===== config.mk =====
export PLATFORM = sky130hd
export DESIGN_NAME = particle_concentration_to_aqi
export DESIGN_NICKNAME = d
export VERILOG_FILES = /design/src/rtl/pcaqi_pkg.sv /design/src/rtl/pcaqi_seg_sel.sv /design/src/rtl/pcaqi_interp.sv /design/src/rtl/particle_concentration_to_aqi.sv
export SDC_FILE = /design/constraint.sdc
export NUM_CORES = 1
export LEC_CHECK = 0
export BUFFER_PORTS_ARGS = -buffer_cell sky130_fd_sc_hd__buf_2
export CELL_PAD_IN_SITES_DETAIL_PLACEMENT = 0
export CELL_PAD_IN_SITES_GLOBAL_PLACEMENT = 1
export CORE_ASPECT_RATIO = 0.8
export CORE_MARGIN = 4
export CORE_UTILIZATION = 45
export CTS_CLUSTER_DIAMETER = 120
export DETAILED_ROUTE_END_ITERATION = 12
export PLACE_DENSITY = 0.87
export SYNTH_ARGS = -nofsm -noshare
export SYNTH_HDL_FRONTEND = slang
export SYNTH_SLANG_ARGS = --single-unit

===== constraint.sdc =====
create_clock -name clk_i -period 15.5 [get_ports clk_i]
set_input_delay 1.55 -clock clk_i [delete_from_list [all_inputs] [get_ports clk_i]]
set_output_delay 1.55 -clock clk_i [all_outputs]
set_load 0.05 [all_outputs]

===== src/rtl/pcaqi_pkg.sv =====
// Package: widths, segment coefficients and shared types for the particle AQI block.
`timescale 1ns / 1ps

package pcaqi_pkg;

  localparam int unsigned ConcW    = 14;
  localparam int unsigned AqiW     = 10;
  localparam int unsigned CatW     = 3;
  localparam int unsigned DiffW    = 13;
  localparam int unsigned KW       = 19;
  localparam int unsigned BW       = 20;
  localparam int unsigned FracW    = 20;
  localparam int unsigned AccW     = 30;
  localparam int unsigned SegCount = 7;

  localparam logic [ConcW-1:0] ConcTop = 14'd10000;
  localparam logic [AqiW-1:0]  AqiTop  = 10'd725;
  localparam logic [AqiW-1:0]  AqiGood = 10'd50;

  typedef logic [CatW-1:0] seg_idx_t;

  localparam seg_idx_t SegGood = 3'd0;
  localparam seg_idx_t SegLast = 3'd6;

  // q = (d * k + b) >> FracW equals floor((a*d + c0) / c) for the segment, with
  // k = a*M, b = c0*M, M = ceil(2^FracW / c).
  typedef struct packed {
    logic [ConcW-1:0] c_lo;
    logic [AqiW-1:0]  i_lo;
    logic [KW-1:0]    k;
    logic [BW-1:0]    b;
  } seg_coef_t;

  typedef struct packed {
    seg_idx_t         idx;
    logic [DiffW-1:0] diff;
  } seg_pick_t;

  function automatic seg_coef_t seg_coef(input seg_idx_t idx);
    seg_coef_t c;
    unique case (idx)
      3'd0:    c = '{c_lo: 14'd0,    i_lo: 10'd0,   k: 19'd436910, b: 20'd524292};
      3'd1:    c = '{c_lo: 14'd120,  i_lo: 10'd50,  k: 19'd223120, b: 20'd524332};
      3'd2:    c = '{c_lo: 14'd355,  i_lo: 10'd100, k: 19'd262144, b: 20'd524288};
      3'd3:    c = '{c_lo: 14'd555,  i_lo: 10'd150, k: 19'd55190,  b: 20'd524305};
      3'd4:    c = '{c_lo: 14'd1505, i_lo: 10'd200, k: 19'd104858, b: 20'd524290};
      3'd5:    c = '{c_lo: 14'd2505, i_lo: 10'd300, k: 19'd104858, b: 20'd524290};
      3'd6:    c = '{c_lo: 14'd3505, i_lo: 10'd400, k: 19'd52429,  b: 20'd524290};
      default: c = '{c_lo: 14'd0,    i_lo: 10'd0,   k: 19'd436910, b: 20'd524292};
    endcase
    return c;
  endfunction

endpackage


===== src/rtl/pcaqi_seg_sel.sv =====
// Clamp and segment select: finds the segment and the offset into it.
`timescale 1ns / 1ps

module pcaqi_seg_sel (
  input  logic [pcaqi_pkg::ConcW-1:0] conc_i,
  output pcaqi_pkg::seg_pick_t        pick_o
);
  import pcaqi_pkg::*;

  logic [ConcW-1:0] conc_clamped;
  logic [ConcW-1:0] offset;
  seg_idx_t         idx;

  assign conc_clamped = (conc_i > ConcTop) ? ConcTop : conc_i;

  always_comb begin
    idx = SegGood;
    for (int unsigned k = 1; k < SegCount; k++) begin
      if (conc_clamped >= seg_coef(seg_idx_t'(k)).c_lo) begin
        idx = seg_idx_t'(k);
      end
    end
  end

  assign offset      = conc_clamped - seg_coef(idx).c_lo;
  assign pick_o.idx  = idx;
  assign pick_o.diff = offset[DiffW-1:0];

endmodule


===== src/rtl/pcaqi_interp.sv =====
// Interpolation: scaled multiply, rounding constant and segment base index.
`timescale 1ns / 1ps

module pcaqi_interp (
  input  pcaqi_pkg::seg_pick_t       pick_i,
  output logic [pcaqi_pkg::AqiW-1:0] aqi_o,
  output logic [pcaqi_pkg::CatW-1:0] category_o
);
  import pcaqi_pkg::*;

  seg_coef_t              coef;
  logic [DiffW+KW-1:0]    prod;
  logic [AccW-1:0]        acc;

  assign coef       = seg_coef(pick_i.idx);
  assign prod       = (DiffW+KW)'(pick_i.diff) * (DiffW+KW)'(coef.k);
  assign acc        = AccW'(prod) + AccW'(coef.b);
  assign aqi_o      = coef.i_lo + acc[AccW-1:FracW];
  assign category_o = pick_i.idx;

endmodule


===== src/rtl/particle_concentration_to_aqi.sv =====
// Top level: input register, segment select and interpolation, result register.
`timescale 1ns / 1ps

// Converts a particle concentration in tenths of a unit (clamped at 1000.0)
// into an air quality index, rounded half up, and a category code 0..6. One
// beat is accepted per cycle unless an output stall backs up to the input;
// each beat passes through the input register and then the result register;
// the path between the two is set by one 13x19 constant-coefficient multiply
// and a 30-bit add. No configuration, no state between beats; stalls on the
// output back up through both registers.

module particle_concentration_to_aqi (
  input  logic                          clk_i,
  input  logic                          rst_ni,
  input  logic                          in_valid_i,
  output logic                          in_stall_o,
  input  logic [pcaqi_pkg::ConcW-1:0]   concentration_tenths_i,
  output logic                          out_valid_o,
  input  logic                          out_stall_i,
  output logic [pcaqi_pkg::AqiW-1:0]    aqi_o,
  output logic [pcaqi_pkg::CatW-1:0]    category_o
);
  import pcaqi_pkg::*;

  logic             s1_valid_q, s1_valid_d;
  logic [ConcW-1:0] conc_q;
  logic             out_valid_q, out_valid_d;
  logic [AqiW-1:0]  aqi_q;
  logic [CatW-1:0]  cat_q;
  logic             s1_ready, s2_ready;
  seg_pick_t        pick;
  logic [AqiW-1:0]  aqi_calc;
  logic [CatW-1:0]  cat_calc;

  assign s2_ready   = !out_valid_q || !out_stall_i;
  assign s1_ready   = !s1_valid_q || s2_ready;
  assign in_stall_o = !s1_ready;

  assign s1_valid_d  = s1_ready ? in_valid_i : s1_valid_q;
  assign out_valid_d = s2_ready ? s1_valid_q : out_valid_q;

  always_ff @(posedge clk_i or negedge rst_ni) begin
    if (!rst_ni) begin
      s1_valid_q  <= 1'b0;
      out_valid_q <= 1'b0;
    end else begin
      s1_valid_q  <= s1_valid_d;
      out_valid_q <= out_valid_d;
    end
  end

  always_ff @(posedge clk_i) begin
    if (in_valid_i && s1_ready) begin
      conc_q <= concentration_tenths_i;
    end
    if (s1_valid_q && s2_ready) begin
      aqi_q <= aqi_calc;
      cat_q <= cat_calc;
    end
  end

  pcaqi_seg_sel u_seg_sel (
    .conc_i (conc_q),
    .pick_o (pick)
  );

  pcaqi_interp u_interp (
    .pick_i     (pick),
    .aqi_o      (aqi_calc),
    .category_o (cat_calc)
  );

  assign out_valid_o = out_valid_q;
  assign aqi_o       = aqi_q;
  assign category_o  = cat_q;

  a_cat_range: assert property (@(posedge clk_i) disable iff (!rst_ni)
    out_valid_o |-> category_o <= SegLast)
    else $error("category out of range");

  a_aqi_range: assert property (@(posedge clk_i) disable iff (!rst_ni)
    out_valid_o |-> aqi_o <= AqiTop)
    else $error("aqi above top");

  a_good_low: assert property (@(posedge clk_i) disable iff (!rst_ni)
    (out_valid_o && category_o == SegGood) |-> aqi_o <= AqiGood)
    else $error("good category with high aqi");

  a_s1_hold: assert property (@(posedge clk_i) disable iff (!rst_ni)
    (s1_valid_q && !s2_ready) |=> (s1_valid_q && $stable(conc_q)))
    else $error("input stage lost a held beat");

  a_s1_fwd: assert property (@(posedge clk_i) disable iff (!rst_ni)
    (s1_valid_q && s2_ready) |=> out_valid_q)
    else $error("beat not moved to result register");

endmodule

Word level (Yosys, flattened, before mapping)
Cells that the tools add are included.
- bits in registers: 29
- latch bits: 0
- bits in writable memories: 0
- bits in read-only memories: 0
- bits of input ports: 18
- output and inout port bits: 15
- word-level logic and storage cells: 38
- memories: 0
- $add $sub $neg: 3
- multipliers: 1
- divide/modulo/power cells: 0
- $lt $le $gt $ge: 7
- eq/ne operators: 6
- shift-type cells: 0
- muxes and demuxes: 8
- bitwise gates (word level): 0
- reduce and logical (&&, ||, !) cells: 8
- operators with widths (operator ; number):
    61-bit one-hot mux with 6 select lines ; 1
    30-bit by 20-bit adder with 30-bit output ; 1
    13-bit by 19-bit multiplier with 30-bit output ; 1
    14-bit by 12-bit >= comparator with 1-bit output (second input constant) ; 2
    14-bit by 10-bit >= comparator with 1-bit output (second input constant) ; 1
    14-bit by 11-bit >= comparator with 1-bit output (second input constant) ; 1
    14-bit by 7-bit >= comparator with 1-bit output (second input constant) ; 1
    14-bit by 9-bit >= comparator with 1-bit output (second input constant) ; 1
    14-bit > comparator (second input constant) ; 1
    14-bit 2-to-1 mux ; 1
    13-bit by 12-bit subtractor with 13-bit output ; 1
    10-bit adder ; 1
    3-bit equality test (second input constant) ; 3
    3-bit 2-to-1 mux ; 3
    3-bit by 2-bit equality test with 1-bit output (second input constant) ; 2
    1-bit logical NOT ; 4
    2-bit 2-to-1 mux ; 2
    3-bit by 1-bit equality test with 1-bit output (second input constant) ; 1
    1-bit logical AND ; 2
    1-bit logical OR ; 2
    1-bit 2-to-1 mux ; 1

Depth between registers and ports, before layout
- depth after elaboration: 15
- mapped depth: 52
- depth with buffers taken out: 49

Hierarchy
Synthesis repeated with hierarchy kept, for this count alone.
- cell total of the unflattened synthesis: 1026
- area total of the unflattened synthesis: 9571.7 µm²
- by module, submodules not included (module ; instances ; cells an instance ; area an instance (µm²) ; seq. area each (µm²)):
    pcaqi_interp ; 1 ; 838 ; 7618.6 ; 0.0
    pcaqi_seg_sel ; 1 ; 153 ; 1049.8 ; 0.0
    particle_concentration_to_aqi ; 1 ; 35 ; 903.4 ; 860.8

Worst setup path after synthesis
Ideal clock, no wire load.
- path type: register to register
- from: reg conc_q[2]
- to: reg aqi_q[9], in the netlist aqi_o[9] (data pin)
- setup time: 264 ps
- data arrival time: 11008 ps
- required time: 15236 ps
- path slack: 4228 ps
- stages on the path, launching flop included: 47
- buffers on the path: 2
- period minus slack after synthesis: 11272 ps
- cell sequence: edfxtp_1 or4_4 or4b_1 a2111oi_0 or2_1 buf_6 inv_4 o21ai_4 inv_2 or2_0 buf_2 a21oi_1 o21ai_0 nor2_4 inv_2 ha_1 a2111oi_0 a21oi_1 [11 not listed] ha_1 ha_1 o21ai_0 a22oi_1 nand3_1 o211ai_1 a21oi_1 o21ai_0 xor2_1 ha_1 inv_1 o21bai_1 a21o_1 nand2_1 a21oi_1 xnor2_1 xnor2_1 xor2_1
- cells in the longest elaborated chain, start to end: 15
- elaborated cells between the ends (all ways): 25
- those cells by class: add/sub (3); mul (1); order compare (7); eq/ne (6); mux (8)
- ends and longest elaborated chain (element ; line ; source):
    start, declared ; particle_concentration_to_aqi.sv:26 ; logic [ConcW-1:0] conc_q;
    start signal, assigned ; particle_concentration_to_aqi.sv:54 ; conc_q <= concentration_tenths_i;
    14-bit > comparator ; pcaqi_seg_sel.sv:14 ; assign conc_clamped = (conc_i > ConcTop) ? ConcTop : conc_i;
    14-bit 2-to-1 mux * ; pcaqi_seg_sel.sv:14 ;
    14-bit by 7-bit >= comparator with 1-bit output ; pcaqi_seg_sel.sv:19 ; if (conc_clamped >= seg_coef(seg_idx_t'(k)).c_lo) begin
    1-bit 2-to-1 mux ; pcaqi_seg_sel.sv:19 ;
    2-bit 2-to-1 mux (2 in a row) ; pcaqi_seg_sel.sv:19 ;
    3-bit 2-to-1 mux (3 in a row) ; pcaqi_seg_sel.sv:19 ;
    3-bit equality test (tied with other cells) ; pcaqi_pkg.sv:41 ; unique case (idx)
    61-bit one-hot mux with 6 select lines ; pcaqi_pkg.sv:41 ;
    13-bit by 12-bit subtractor with 13-bit output ; pcaqi_seg_sel.sv:25 ; assign offset = conc_clamped - seg_coef(idx).c_lo;
    13-bit by 19-bit multiplier with 30-bit output ; pcaqi_interp.sv:16 ; assign prod = (DiffW+KW)'(pick_i.diff) * (DiffW+KW)'(coef.k);
    30-bit by 20-bit adder with 30-bit output ; pcaqi_interp.sv:17 ; assign acc = AccW'(prod) + AccW'(coef.b);
    10-bit adder * ; pcaqi_interp.sv:18 ; assign aqi_o = coef.i_lo + acc[AccW-1:FracW];
    net aqi_calc[9] ; particle_concentration_to_aqi.sv:32 ; logic [AqiW-1:0] aqi_calc;
    end signal, assigned ; particle_concentration_to_aqi.sv:57 ; aqi_q <= aqi_calc;
    end, declared ; particle_concentration_to_aqi.sv:28 ; logic [AqiW-1:0] aqi_q;
The timed path passes the listed nets; every way through them passes the cells marked *.
A chain may end at the register's enable or synchronous reset.

Final worst setup path
Same ends and word-level chain as after synthesis.

==> impl_metrics.json <==
{
  "port_buffers": 32,
  "hold_violations": 0,
  "yosysWarnings": 0,
  "synth.yosys.seq_area_share_pct": 9.08,
  "grt_first_pass_wirelength_mm": 41.4,
  "cp-start-kind": "flop",
  "cts_setup_buffers": 0,
  "rsz0062_at_grt": "false",
  "cp_slowest_cell": "nor2_1",
  "fin_crit_ps": 13710,
  "synth_flop_cell": "edfxtp_1",
  "cap_violations": 0,
  "cts_resized": 0,
  "grt_start_max_net_pins": 15,
  "cts.path.max_buffers": 2,
  "crit_path_end_kind": "flop",
  "fin_crit_sh_pct": 88.5,
  "hold_path_end": "out_valid_o$_DFFE_PN0P_",
  "wl_per_cell_um": 18.9,
  "async_flop_share_pct": 6.90,
  "htreeDepth": 2,
  "synth-edff-count": 27,
  "synth.distinct_cells": 59,
  "antenna_cells": 0,
  "worstHoldStart": "s1_valid_q$_DFFE_PN0N_",
  "std_cell_rows": 47,
  "grt_usage_pct": 23.0,
  "synth_fp_nets": 1359,
  "drc": 0,
  "dp_hpwl_mm": 21.8,
  "drive_gt1_share_pct": 6.76,
  "r2r_slack_ps": 1790,
  "path_clk_slew_ps": 50,
  "start_util_pct": 45.8,
  "ant_nets": 0,
  "synth_seq_cells": 29,
  "overflow": 0,
  "tightestPinTransition_ps": 1230,
  "cts_buffers": 5,
  "insertion_delay_ps": 280,
  "drt_iter0_markers": 621,
  "hold_depth": 1,
  "max_slew_margin_pct": 17.8,
  "syn_avg_cell_area_um2": 9.15,
  "nFillCells": 2001,
  "holdWs_ps": 496,
  "clkSinkCount": 29,
  "ctsRootBufferMaster": "clkbuf_16",
  "cts_tree": "built",
  "timing.setup.tns_ps": 0,
  "rr_startpoint": "conc_q[2]$_DFFE_PP_",
  "status": "finished, final reports clean",
  "slew_violations": 0,
  "die_area_um2": 23500,
  "area_growth_pct": 6.21,
  "cp.required_ps": 15510,
  "synth_area_um2": 9480,
  "fin_skew_ps": 2.49,
  "core_um2": 20700,
  "dr_total_vias": 7108,
  "drt_pass1_iterations": 5,
  "cpMostUsedCell": "fa_1",
  "vias_per_cell": 5.33,
  "syn_inst": 1037,
  "fmax_ghz": 0.0729,
  "r2r-end": "aqi_o[9]$_DFFE_PP_",
  "ff2ff_path_depth": 42,
  "wl_mm": 25.2,
  "hold_path_class": "reg -> reg",
  "layout.nets": 1386,
  "gp_congestion": 1.05,
  "crit_type": "reg -> reg",
  "io_pins": 33,
  "crit_fanout": 14,
  "setup-violations-final": 0,
  "postCtsHoldBufs": 0,
  "grt_pass1_vias": 7611,
  "die_w_um": 170,
  "die_h_um": 138,
  "critical_path_arrival_ps": 13730,
  "max_stage_delay_ps": 730,
  "antenna_found_initial": 0
}
-- layout make-up --
cell class | instances | area, um^2 | area share (%)
well taps | 269 | 337 | 3.34
multi-input cells | 736 | 7580 | 75.2
inverters | 256 | 963 | 9.56
repair buffers | 36 | 190 | 1.89
clock inverters | 3 | 17.5 | 0.174
flip-flops and latches | 29 | 861 | 8.55
clock buffers | 5 | 125 | 1.24
-- cell families after synthesis --
group	synth area share [%]
buffers and inverters	11.0
xor gates and xnor gates	4.06
AOI/OAI and AO/OA	7.39
DFF	9.08
and+or+nand+nor	13.4
adders and majority gates	55.1
-- cell usage after synthesis, types with 3 or more instances --
cell type | number | area share [%]
inv_1 | 251 | 9.9
fa_1 | 189 | 40
ha_1 | 115 | 15
nand2_1 | 115 | 4.6
nor2_1 | 97 | 3.8
xnor2_1 | 31 | 2.9
edfxtp_1 | 27 | 8.5
a21oi_1 | 24 | 1.3
o21ai_0 | 19 | 1.0
a21o_1 | 15 | 1.2
xor2_1 | 13 | 1.2
clkbuf_1 | 12 | 0.47
nor2_2 | 11 | 0.73
nor3_1 | 11 | 0.58
and2_1 | 10 | 0.66
nand2b_1 | 9 | 0.59
or3_1 | 7 | 0.46
nand3_1 | 5 | 0.26
a2111oi_0 | 4 | 0.37
inv_2 | 4 | 0.16
o211ai_1 | 4 | 0.32
o21a_1 | 4 | 0.32
o21bai_1 | 4 | 0.32
o31ai_1 | 4 | 0.32
or2_2 | 4 | 0.26
a211oi_1 | 3 | 0.24
a31oi_1 | 3 | 0.20
nand4_1 | 3 | 0.20
nor4_1 | 3 | 0.20
-- metal layers --
metal	vias up	global-route usage, %	routed length (um)
met3	43	6.27	2780
met4	0	3.86	578
li1	3239	-	-
met2	330	34.7	10700
met5	-	0	0
met1	3496	33.9	11200
-- how the worst max path moves through the flow --
| stage | start | end | cells after the start |
|---|---|---|---|
| 5_1_grt | conc_q[2]$_DFFE_PP_ | aqi_o[9]$_DFFE_PP_ | 42 |
| 3_3_place_gp | conc_q[2]$_DFFE_PP_ | aqi_o[9]$_DFFE_PP_ | 43 |
| 2_1_floorplan | conc_q[2]$_DFFE_PP_ | aqi_o[9]$_DFFE_PP_ | 46 |
| 3_5_place_dp | conc_q[2]$_DFFE_PP_ | aqi_o[9]$_DFFE_PP_ | 42 |
| 4_1_cts | conc_q[2]$_DFFE_PP_ | aqi_o[9]$_DFFE_PP_ | 42 |
| 6_report | conc_q[2]$_DFFE_PP_ | aqi_o[9]$_DFFE_PP_ | 42 |
-- placed cells by master (no fill, tap or decap), drive strengths merged, types with 11 or more instances in the layout --
master  count
a21oi      25
ha        115
a21o       15
xor2       13
nor3       11
nand2     116
nor2      109
xnor2      31
inv       256
o21ai      21
fa        189
edfxtp     27
buf        36
-- worst max-delay path: cells and delay by family, from the launching register on --
family | cells | cell delay (ps)
flip-flops | 1 | 460
XOR/XNOR | 5 | 1140
AO/OA/AOI/OAI | 15 | 4350
AND/OR/NAND/NOR | 8 | 2830
adder cells (fa/ha/maj) | 9 | 3910
buffers and inverters | 5 | 750
-- state kept, by name (all words and copies together), names as in the netlist --
name         flops
aqi_o           10
category_o       3
conc_q          14
out_valid_o      1
s1_valid_q       1
-- stage by stage --
step / cell area, um^2 / utilization, % / std cells / setup WS [ps]
2_1_floorplan: 9480 / - / 1037 / 4230
3_3_place_gp: 9930 / 48.0 / 1326 / 2370
3_5_place_dp: 9930 / 48.0 / 1326 / 1990
4_1_cts: 10100 / 48.7 / 1334 / 1920
5_1_grt: 10100 / 48.7 / 1334 / 929
6_report: 10100 / 48.7 / 1334 / 1790
Power is not shown: default switching activity piles up to over one toggle a cycle in this logic, so the estimate is an artifact.
